**src/sv/pisl_pkg.sv**
```systemverilog
// Shared constants, register map and helpers for the PI speed loop.
package pisl_pkg;

    // Field widths
    localparam int CMD_W    = 7;
    localparam int RPM_W    = 24;
    localparam int TGT_W    = 23;
    localparam int GAIN_W   = 16;
    localparam int LIM_W    = 15;
    localparam int PWM_W    = 7;
    localparam int ACC_W    = 32;
    localparam int ERR_W    = 25;
    localparam int CFG_IDX_W = 3;
    localparam int CFG_DAT_W = 16;

    // Shared multiplier operand and product widths
    localparam int MUL_A_W = 33;
    localparam int MUL_B_W = 17;
    localparam int PROD_W  = MUL_A_W + MUL_B_W;

    // Register map
    localparam logic [CFG_IDX_W-1:0] REG_SPEED_GAIN = 3'd0;
    localparam logic [CFG_IDX_W-1:0] REG_PROP_GAIN  = 3'd1;
    localparam logic [CFG_IDX_W-1:0] REG_INTEG_GAIN = 3'd2;
    localparam logic [CFG_IDX_W-1:0] REG_STEP_TIME  = 3'd3;
    localparam logic [CFG_IDX_W-1:0] REG_DEADBAND   = 3'd4;
    localparam logic [CFG_IDX_W-1:0] REG_OUT_LOW    = 3'd5;
    localparam logic [CFG_IDX_W-1:0] REG_OUT_HIGH   = 3'd6;

    // Reset values
    localparam logic [GAIN_W-1:0] RST_SPEED_GAIN = 16'd640;
    localparam logic [GAIN_W-1:0] RST_PROP_GAIN  = 16'd128;
    localparam logic [GAIN_W-1:0] RST_INTEG_GAIN = 16'd51;
    localparam logic [GAIN_W-1:0] RST_STEP_TIME  = 16'd655;
    localparam logic [GAIN_W-1:0] RST_DEADBAND   = 16'd3;
    localparam logic [LIM_W-1:0]  RST_OUT_LOW    = 15'd0;
    localparam logic [LIM_W-1:0]  RST_OUT_HIGH   = 15'd25600;

    // Saturate a 33-bit signed sum to the 32-bit integrator range
    function automatic logic signed [ACC_W-1:0] sat_acc(input logic signed [ACC_W:0] v);
        logic signed [ACC_W-1:0] res;
        begin
            if (v[ACC_W] != v[ACC_W-1]) begin
                res = v[ACC_W] ? {1'b1, {(ACC_W-1){1'b0}}} : {1'b0, {(ACC_W-1){1'b1}}};
            end else begin
                res = v[ACC_W-1:0];
            end
            return res;
        end
    endfunction

endpackage

```
**src/sv/pi_speed_loop_antiwindup.sv**
```systemverilog
// PI speed loop with deadband and anti-windup clamp, one shared multiplier.
// An accepted input beat passes through states TGT, ERR, STEP, ACC, INTEG, PI and OUT,
// where it waits for the output to be free; the single 33x17 multiplier is used four
// times per item in sequence, and the input is stalled until the item is done.
// Reset (synchronous, active low): configuration registers return to their defaults,
// the integrator clears to zero, the sequencer idles and the output is empty.
module pi_speed_loop_antiwindup
    import pisl_pkg::*;
(
    input  logic                    i_clk,
    input  logic                    i_rst_n,
    // configuration write port
    input  logic                    i_cfg_wr_en,
    input  logic [CFG_IDX_W-1:0]    i_cfg_index,
    input  logic [CFG_DAT_W-1:0]    i_cfg_wdata,
    // input channel
    input  logic                    i_in_valid,
    output logic                    o_in_stall,
    input  logic [CMD_W-1:0]        i_command_pct,
    input  logic signed [RPM_W-1:0] i_measured_rpm,
    // output channel
    output logic                    o_out_valid,
    input  logic                    i_out_stall,
    output logic [LIM_W-1:0]        o_correction,
    output logic [PWM_W-1:0]        o_final_pwm,
    output logic [TGT_W-1:0]        o_target_rpm,
    output logic                    o_clamped
);

    // Sequencer states
    localparam logic [2:0] ST_IDLE  = 3'd0;
    localparam logic [2:0] ST_TGT   = 3'd1;
    localparam logic [2:0] ST_ERR   = 3'd2;
    localparam logic [2:0] ST_STEP  = 3'd3;
    localparam logic [2:0] ST_ACC   = 3'd4;
    localparam logic [2:0] ST_INTEG = 3'd5;
    localparam logic [2:0] ST_PI    = 3'd6;
    localparam logic [2:0] ST_OUT   = 3'd7;

    localparam logic signed [PROD_W-1:0] TARGET_MAX = PROD_W'(8388607);

    logic [2:0] r_state, n_state;

    // configuration registers
    logic [GAIN_W-1:0] r_speed_gain, r_prop_gain, r_integ_gain, r_step_time, r_deadband;
    logic [LIM_W-1:0]  r_out_low, r_out_high;

    // item registers
    logic [CMD_W-1:0]         r_cmd;
    logic signed [RPM_W-1:0]  r_meas;
    logic [TGT_W-1:0]         r_target;
    logic signed [ERR_W-1:0]  r_err;
    logic signed [ERR_W-1:0]  r_step;
    logic signed [PROD_W-1:0] r_prod;
    logic signed [PROD_W-1:0] r_pp;
    logic [LIM_W-1:0]         r_corr;
    logic                     r_hit;
    logic signed [ACC_W-1:0]  r_integ;

    // output registers
    logic             r_out_valid;
    logic [LIM_W-1:0] r_out_corr;
    logic [PWM_W-1:0] r_out_pwm;
    logic [TGT_W-1:0] r_out_tgt;
    logic             r_out_hit;

    logic in_take;
    logic out_free;

    assign in_take  = i_in_valid && (r_state == ST_IDLE);
    assign out_free = !r_out_valid || !i_out_stall;

    // Shared multiplier operand select
    logic signed [MUL_A_W-1:0] w_mul_a;
    logic signed [MUL_B_W-1:0] w_mul_b;
    logic signed [PROD_W-1:0]  w_prod;

    always_comb begin
        unique case (r_state)
            ST_TGT: begin
                w_mul_a = $signed({{(MUL_A_W-CMD_W){1'b0}}, r_cmd});
                w_mul_b = $signed({1'b0, r_speed_gain});
            end
            ST_STEP: begin
                w_mul_a = {{(MUL_A_W-ERR_W){r_err[ERR_W-1]}}, r_err};
                w_mul_b = $signed({1'b0, r_step_time});
            end
            ST_ACC: begin
                w_mul_a = {{(MUL_A_W-ERR_W){r_err[ERR_W-1]}}, r_err};
                w_mul_b = $signed({1'b0, r_prop_gain});
            end
            ST_INTEG: begin
                w_mul_a = {r_integ[ACC_W-1], r_integ};
                w_mul_b = $signed({1'b0, r_integ_gain});
            end
            default: begin
                w_mul_a = '0;
                w_mul_b = '0;
            end
        endcase
    end

    assign w_prod = w_mul_a * w_mul_b;

    // Target saturation and speed error
    logic [TGT_W-1:0]        w_target;
    logic signed [ERR_W-1:0] w_err;

    assign w_target = (r_prod > TARGET_MAX) ? {TGT_W{1'b1}} : r_prod[TGT_W-1:0];
    assign w_err    = $signed({2'b00, w_target}) - $signed({r_meas[RPM_W-1], r_meas});

    // Integral step (floor of err * step_time / 2^16) and deadband test
    logic signed [ERR_W-1:0] w_step;
    logic [ERR_W-1:0]        w_mag;
    logic                    w_in_band;
    logic signed [ACC_W:0]   w_acc_add;
    logic signed [ACC_W:0]   w_acc_sub;

    assign w_step    = r_prod[ERR_W+15:16];
    assign w_mag     = r_err[ERR_W-1] ? ERR_W'(-r_err) : ERR_W'(r_err);
    assign w_in_band = w_mag < {{(ERR_W-GAIN_W){1'b0}}, r_deadband};
    assign w_acc_add = {r_integ[ACC_W-1], r_integ}
                     + {{(ACC_W+1-ERR_W){w_step[ERR_W-1]}}, w_step};
    assign w_acc_sub = {r_integ[ACC_W-1], r_integ}
                     - {{(ACC_W+1-ERR_W){r_step[ERR_W-1]}}, r_step};

    // PI sum, floor divide by 2^8, clamp to limits (upper test first)
    localparam int PI_W = PROD_W - 8;
    logic signed [PROD_W-1:0] w_pi_sum;
    logic signed [PI_W-1:0]   w_pi;
    logic signed [PI_W-1:0]   w_hi_ext, w_lo_ext;
    logic [LIM_W-1:0]         w_corr;
    logic                     w_hit;

    assign w_pi_sum = r_pp + r_prod;
    assign w_pi     = w_pi_sum[PROD_W-1:8];
    assign w_hi_ext = $signed({{(PI_W-LIM_W){1'b0}}, r_out_high});
    assign w_lo_ext = $signed({{(PI_W-LIM_W){1'b0}}, r_out_low});

    always_comb begin
        priority if (w_pi > w_hi_ext) begin
            w_corr = r_out_high;
            w_hit  = 1'b1;
        end else if (w_pi < w_lo_ext) begin
            w_corr = r_out_low;
            w_hit  = 1'b1;
        end else begin
            w_corr = w_pi[LIM_W-1:0];
            w_hit  = 1'b0;
        end
    end

    // Command plus correction, clamped the same way, whole percent
    logic [LIM_W:0]   w_sum;
    logic [LIM_W-1:0] w_sum_clamp;

    assign w_sum = {1'b0, r_cmd, 8'b0} + {1'b0, r_corr};

    always_comb begin
        priority if (w_sum > {1'b0, r_out_high}) begin
            w_sum_clamp = r_out_high;
        end else if (w_sum < {1'b0, r_out_low}) begin
            w_sum_clamp = r_out_low;
        end else begin
            w_sum_clamp = w_sum[LIM_W-1:0];
        end
    end

    // Sequencer next state
    always_comb begin
        unique case (r_state)
            ST_IDLE:  n_state = in_take ? ST_TGT : ST_IDLE;
            ST_TGT:   n_state = ST_ERR;
            ST_ERR:   n_state = ST_STEP;
            ST_STEP:  n_state = ST_ACC;
            ST_ACC:   n_state = ST_INTEG;
            ST_INTEG: n_state = ST_PI;
            ST_PI:    n_state = ST_OUT;
            ST_OUT:   n_state = out_free ? ST_IDLE : ST_OUT;
            default:  n_state = ST_IDLE;
        endcase
    end

    // Control state, integrator and configuration
    always_ff @(posedge i_clk) begin
        if (!i_rst_n) begin
            r_state      <= ST_IDLE;
            r_integ      <= '0;
            r_out_valid  <= 1'b0;
            r_speed_gain <= RST_SPEED_GAIN;
            r_prop_gain  <= RST_PROP_GAIN;
            r_integ_gain <= RST_INTEG_GAIN;
            r_step_time  <= RST_STEP_TIME;
            r_deadband   <= RST_DEADBAND;
            r_out_low    <= RST_OUT_LOW;
            r_out_high   <= RST_OUT_HIGH;
        end else begin
            r_state <= n_state;

            // integrator: step or clear, then undo on clamp
            if (r_state == ST_ACC) begin
                r_integ <= w_in_band ? '0 : sat_acc(w_acc_add);
            end else if (r_state == ST_OUT && out_free && r_hit) begin
                r_integ <= sat_acc(w_acc_sub);
            end

            // output beat handshake
            if (r_state == ST_OUT && out_free) begin
                r_out_valid <= 1'b1;
            end else if (!i_out_stall) begin
                r_out_valid <= 1'b0;
            end

            if (i_cfg_wr_en) begin
                unique case (i_cfg_index)
                    REG_SPEED_GAIN: r_speed_gain <= i_cfg_wdata;
                    REG_PROP_GAIN:  r_prop_gain  <= i_cfg_wdata;
                    REG_INTEG_GAIN: r_integ_gain <= i_cfg_wdata;
                    REG_STEP_TIME:  r_step_time  <= i_cfg_wdata;
                    REG_DEADBAND:   r_deadband   <= i_cfg_wdata;
                    REG_OUT_LOW:    r_out_low    <= i_cfg_wdata[LIM_W-1:0];
                    REG_OUT_HIGH:   r_out_high   <= i_cfg_wdata[LIM_W-1:0];
                    default: ;
                endcase
            end
        end
    end

    // Datapath registers
    always_ff @(posedge i_clk) begin
        r_prod <= w_prod;
        if (in_take) begin
            r_cmd  <= i_command_pct;
            r_meas <= i_measured_rpm;
        end
        if (r_state == ST_ERR) begin
            r_target <= w_target;
            r_err    <= w_err;
        end
        if (r_state == ST_ACC) begin
            r_step <= w_step;
        end
        if (r_state == ST_INTEG) begin
            r_pp <= r_prod;
        end
        if (r_state == ST_PI) begin
            r_corr <= w_corr;
            r_hit  <= w_hit;
        end
        if (r_state == ST_OUT && out_free) begin
            r_out_corr <= r_corr;
            r_out_pwm  <= w_sum_clamp[LIM_W-1:8];
            r_out_tgt  <= r_target;
            r_out_hit  <= r_hit;
        end
    end

    assign o_in_stall   = (r_state != ST_IDLE);
    assign o_out_valid  = r_out_valid;
    assign o_correction = r_out_corr;
    assign o_final_pwm  = r_out_pwm;
    assign o_target_rpm = r_out_tgt;
    assign o_clamped    = r_out_hit;

endmodule

```
**config.mk**
```make
export PLATFORM = sky130hd
export DESIGN_NAME = pi_speed_loop_antiwindup
export DESIGN_NICKNAME = d
export VERILOG_FILES = /design/src/sv/pisl_pkg.sv /design/src/sv/pi_speed_loop_antiwindup.sv
export SDC_FILE = /design/constraint.sdc
export NUM_CORES = 2
export LEC_CHECK = 0
export BUFFER_PORTS_ARGS = -buffer_cell sky130_fd_sc_hd__buf_2
export CAP_MARGIN = 20
export CORE_AREA = 5 5 282 284
export DETAILED_ROUTE_END_ITERATION = 10
export DIE_AREA = 0 0 287 289
export GPL_TIMING_DRIVEN = 0
export PLACE_DENSITY = 0.68
export SETUP_SLACK_MARGIN = 0.2
export SLEW_MARGIN = 20
export SYNTH_ARGS = -nofsm -noshare
export SYNTH_HDL_FRONTEND = slang
export SYNTH_SLANG_ARGS = --single-unit
```
**constraint.sdc**
```tcl
create_clock -name i_clk -period 27.1 [get_ports i_clk]
set_input_delay 5.42 -clock i_clk [delete_from_list [all_inputs] [get_ports i_clk]]
set_output_delay 5.42 -clock i_clk [all_outputs]
set_load 0.01 [all_outputs]
```
## Yosys cells after proc, flatten, opt, wreduce, memory -nomap -nowiden

Cells that the tools add are included.

| storage, ports and cells | value |
|---|---|
| word-level logic and storage cells | 91 |
| input port bits | 55 |
| register bits after elaboration | 412 |
| output and inout port bits | 48 |

| cells by class | value |
|---|---|
| $lt $le $gt $ge | 6 |
| reduce and logical (&&, ||, !) cells | 18 |
| multiply operators | 1 |
| add/sub/neg operators | 6 |
| muxes and demuxes | 21 |
| equality and inequality tests | 16 |

Operators by type and width:

| kind | number |
|---|---|
| two-way mux 32 bit | 7 |
| one-hot mux 33 bit (3 select lines) | 1 |
| one-hot mux 16 bit (4 select lines) | 1 |
| two-way mux 15 bit | 4 |
| adder 50 bit | 1 |
| > comparator 50 x 24 -> 1 bit, second input constant | 1 |
| multiplier 33 x 17 -> 50 bit | 1 |
| > comparator 42 x 16 -> 1 bit | 1 |
| < comparator 42 x 16 -> 1 bit | 1 |
| adder 32 x 25 -> 33 bit | 1 |
| subtractor 32 x 25 -> 33 bit | 1 |
| < comparator 25 x 16 -> 1 bit | 1 |
| two-way mux 25 bit | 1 |
| negator 25 bit | 1 |
| subtractor 24 x 24 -> 25 bit | 1 |
| one-hot mux 3 bit (8 select lines) | 1 |
| two-way mux 23 bit | 1 |
| equality test 3 bit, second input constant | 7 |
| adder 15 x 15 -> 16 bit | 1 |
| > comparator 16 x 15 -> 1 bit | 1 |
| < comparator 16 x 15 -> 1 bit | 1 |
| AND reduction 2 bit | 7 |
| equality test 3 x 2 -> 1 bit, second input constant | 4 |
| equality test 3 x 1 -> 1 bit, second input constant | 2 |
| 11 further kinds | 19 |

## Depth between registers and ports, before layout

| logic depth | value |
|---|---|
| word-level depth | 6 |
| mapped depth | 34 |
| mapped depth without buffers | 31 |

## Worst setup path before layout

No wires, ideal clock.

| path | value |
|---|---|
| path type | register to register |
| from | register r_state[0] |
| to | register r_prod[48] |
| arrival time | 9229 ps |
| setup slack | 17798 ps |
| setup time | 72 ps |
| buffers on the path | 3 |
| data required time | 27028 ps |
| cell stages (with the launch flop) | 28 |
| clock period less this slack | 9302 ps |
| cell sequence | dfxtp_1 > clkbuf_1 > nand2b_1 > nor2_1 > clkbuf_1 > clkbuf_1 > a22oi_1 > nor2_1 > fa_1 > inv_1 > fa_1 > fa_1 > inv_1 > fa_1 > fa_1 > inv_1 > fa_1 > inv_1 > ha_1 > a21o_1 > nor3b_1 > a221oi_1 > or4_1 > a31oi_1 > o21ai_0 > a221o_1 > a311oi_1 > xnor2_1 |

| on the way | value |
|---|---|
| longest elaborated chain between the ends | 4 |
| elaborated cells between the ends (all ways) | 8 |
| classes of those cells | 1 x mul; 4 x eq/ne; 2 x mux; 1 x reduce/logical |

RTL lines:

| what | line | RTL |
|---|---|---|
| start: declaration | pi_speed_loop_antiwindup.sv:42 | `logic [2:0] r_state, n_state;` |
| start signal: assignment | pi_speed_loop_antiwindup.sv:198 | `r_state <= n_state;` |
| equality test 3 bit / equality test 3 x 2 -> 1 bit (equally long branches) | pi_speed_loop_antiwindup.sv:79 | `unique case (r_state)` |
| OR reduction 2 bit (no line) | n/a |  |
| one-hot mux 33 bit (3 select lines) | pi_speed_loop_antiwindup.sv:79 |  |
| multiplier 33 x 17 -> 50 bit (*) | pi_speed_loop_antiwindup.sv:103 | `assign w_prod = w_mul_a * w_mul_b;` |
| via w_prod[48] | pi_speed_loop_antiwindup.sv:76 | `logic signed [PROD_W-1:0] w_prod;` |
| end signal: assignment | pi_speed_loop_antiwindup.sv:231 | `r_prod <= w_prod;` |
| end: declaration | pi_speed_loop_antiwindup.sv:54 | `logic signed [PROD_W-1:0] r_prod;` |

Mark *: on every way through the listed nets, which the timed path passes. The rest lies on a longest branch.
A chain may end at the register's enable or synchronous reset.

## Final worst setup path

| path | value |
|---|---|
| from | register r_state[0] |
| to | register r_prod[49] |

Same word-level chain as after synthesis.

==> flow_summary.ini <==
[detailed_routing]
first_pass_iters = 6
detail-route-antenna-nets = 0
finalWirelength_um = 131000
dr.max_layer_used = met4
vias_per_cell = 5.84
dr_wl_met3_um = 12100
dr_total_vias = 34300
met1_length_um = 54100
wl_per_cell_um = 22.3
drt_iter0_markers = 3170
dr_wl_met2_um = 58700
drc = 0

[power]
ir_drop_mv = 0.0494
p_per_area_mw_per_mm2 = 44.7
p_leak_uw = 0.0205

[clock_tree]
clockBufferDepth = 3
cts_sinks = 412
clk_pin_slew_ps = 60
cts_resized = 0
hold_buffers = 0
clk_latency_ps = 610
post_cts_buffers = 0
cts_tree = done
clk_root_buffer_cell = clkbuf_16
cts_buffers = 44
htree_levels = 2

[logic_synthesis]
syn_nets = 5523
yosysWarnings = 0
synth_cell_type_count = 89
synthMuxAreaShare_pct = 0.651
synthArstFlopShare_pct = 0
ys_seq_area_share_pct = 25.0
syn_area_per_cell_sq_um = 8.99
synth_fa_ha_area_share_pct = 33.9
synth-edff-count = 216
yosys.area_share.simple_pct = 14.4
syn_inst = 4637
synth_top_family_by_area = adder cells
synthesis.area_sq_mm = 0.0417
synth_xor_area_share_pct = 3.34
synthFlopType = edfxtp_1
ys_ff_latch = 412
synth_compound_area_share_pct = 14.4

[hold_path]
hp-class = reg2reg

[die]
dieWidth_um = 287
start_util_pct = 54.3
core_region_area_sq_mm = 0.0768
rows = 102
die_area_sq_mm = 0.0829
die_h_um = 289
io-pin-count = 103

[global_route]
grt_pass1_wl_um = 201000
grt_max_degree = 46
antenna_found_initial = 6
grtUsageTotal_pct = 31.5
grt_pass1_vias = 34300
overflow = 0

[flow_run]
cap_violations = 0

[layout]
final_common_cell = inv_1
drive_above_1_share_pct = 5.54
layout_common_cells = inv_1 (748), nand2_1 (673), fa_1 (497)
nFillCells = 6877
instances_no_fill = 5884
synthToLayoutAreaGrowth_pct = 8.90
final_nets = 5689

[timing]
finClkSkew_ps = 43.8
setup_viol = 0
drv_slew = 0
worst_pin_slew_ps = 1170
finalSetupTns_ps = 0
finalHoldViolations = 0
fmax_mhz = 87.1
period_share_pct = 42.4
setup_ws_ps = 15620
slew_headroom_pct = 21.2
fin_crit_ps = 11480
rsz0062_at_grt = false

[outcome]
outcome = complete, no violations

[critical_path]
crit_type = reg2reg
crit_top_cell = fa_1
cp-end-kind = flop
crit_family = adder cells
crit_buf_inv = 9
cp_slowest_cell = clkbuf_1
startpoint_type = flop
critPathArrivalTime_ps = 11970
cp_max_fo = 10
cp.required_ps = 27580
max_stage_delay_ps = 720

[place]
gp_congestion = 0.995
dpl.hpwl_um = 108000
dp_cells = 5797
pre_cts_slack_ps = 15900
io_buffers = 100
[where the power goes]
part / total, uW / switching [uW] / internal (uW)
Combinational: 602 / 381 / 221
Clock: 652 / 268 / 385
Sequential: 774 / 51.2 / 723
Total: 2030 / 699 / 1330
[logic make-up (layout without fill, tap and decap cells)]
| kind of cell | Yosys count | in the layout |
|---|---|---|
| compound gates | 918 | 918 |
| xor+xnor | 159 | 159 |
| fa+ha+maj | 832 | 832 |
| buf+inv | 923 | 1125 |
| flops | 412 | 412 |
| mux | 27 | 27 |
| other cells | 0 | 5 |
| simple gates | 1366 | 1366 |
[sequential cells by signal (all words and copies together) (netlist names), 23 cells and up]
signal,count
r_err,25
r_integ,32
o_target_rpm,23
r_prod,50
r_step,25
r_pp,50
r_meas,24
r_target,23
[layout make-up]
cell class              count  area [sq um]  share of cell area, %
repair buffers            120           753                   1.66
clock buffers              59          1210                   2.67
multi-input cells        3302         27900                   61.4
clock inverters            23           350                  0.772
plain buffers             172           683                   1.51
well taps                1040          1300                   2.87
flip-flops and latches    412         10400                   22.9
diodes                      5          12.5                 0.0276
inverters                 751          2820                   6.21
[synth_stat cells (all sizes together) (34+ instances only)]
master | number | share of area (%)
nor2 | 326 | 2.9
a21oi | 281 | 3.4
nor2b | 34 | 0.51
clkbuf | 147 | 1.3
nand3 | 61 | 0.73
xor2 | 36 | 0.76
fa | 497 | 24
a31oi | 46 | 0.69
a21o | 85 | 1.5
o21ai | 186 | 2.2
edfxtp | 216 | 16
dfxtp | 196 | 9.4
xnor2 | 123 | 2.6
inv | 749 | 6.7
nand2b | 64 | 0.96
nor3 | 50 | 0.63
nand2 | 673 | 6.1
ha | 334 | 10
[worst register-to-register path: cells and delay by family (launching register included)]
kind	cells	cell delay (ps)
xor gates and xnor gates	1	150
AOI/OAI and AO/OA	10	3210
and+or+nand+nor	6	1830
DFF	1	310
adders and majority gates	7	3370
buffers and inverters	9	2500
[per-layer routing]
layer / GRT usage, % / vias to the layer above
li1: - / 15700
met3: 6.70 / 294
met2: 49.7 / 1492
met1: 42.7 / 16900
met4: 13.0 / 0
met5: 0 / -
[metrics by stage]
| step | hold WS (ps) | utilization, % | instance area (sq um) | power, uW |
|---|---|---|---|---|
| 2_1_floorplan | 400 | - | 41700 | 1180 |
| 4_1_cts | 420 | 59.1 | 45400 | 2020 |
| 5_1_grt | 426 | 59.1 | 45400 | 2120 |
| 3_5_place_dp | 405 | 57.0 | 43800 | 1370 |
| 6_report | 419 | 59.1 | 45400 | 2030 |
| 3_3_place_gp | 400 | 56.6 | 43500 | 1350 |
[worst paths after layout]
path / from / end / slack [ps] / depth (start not counted)
worst max-delay path: r_state[0]$_SDFF_PN0_ / r_prod[49]$_DFF_P_ / 15620 / 33
worst min-delay path: r_target[0]$_DFFE_PP_ / o_target_rpm[0]$_DFFE_PP_ / 420 / 0
worst max register to register: r_state[0]$_SDFF_PN0_ / r_prod[49]$_DFF_P_ / 15620 / 33
worst min register to register: r_target[0]$_DFFE_PP_ / o_target_rpm[0]$_DFFE_PP_ / 420 / 0
No activity file was read; power rests on OpenSTA's default activity.
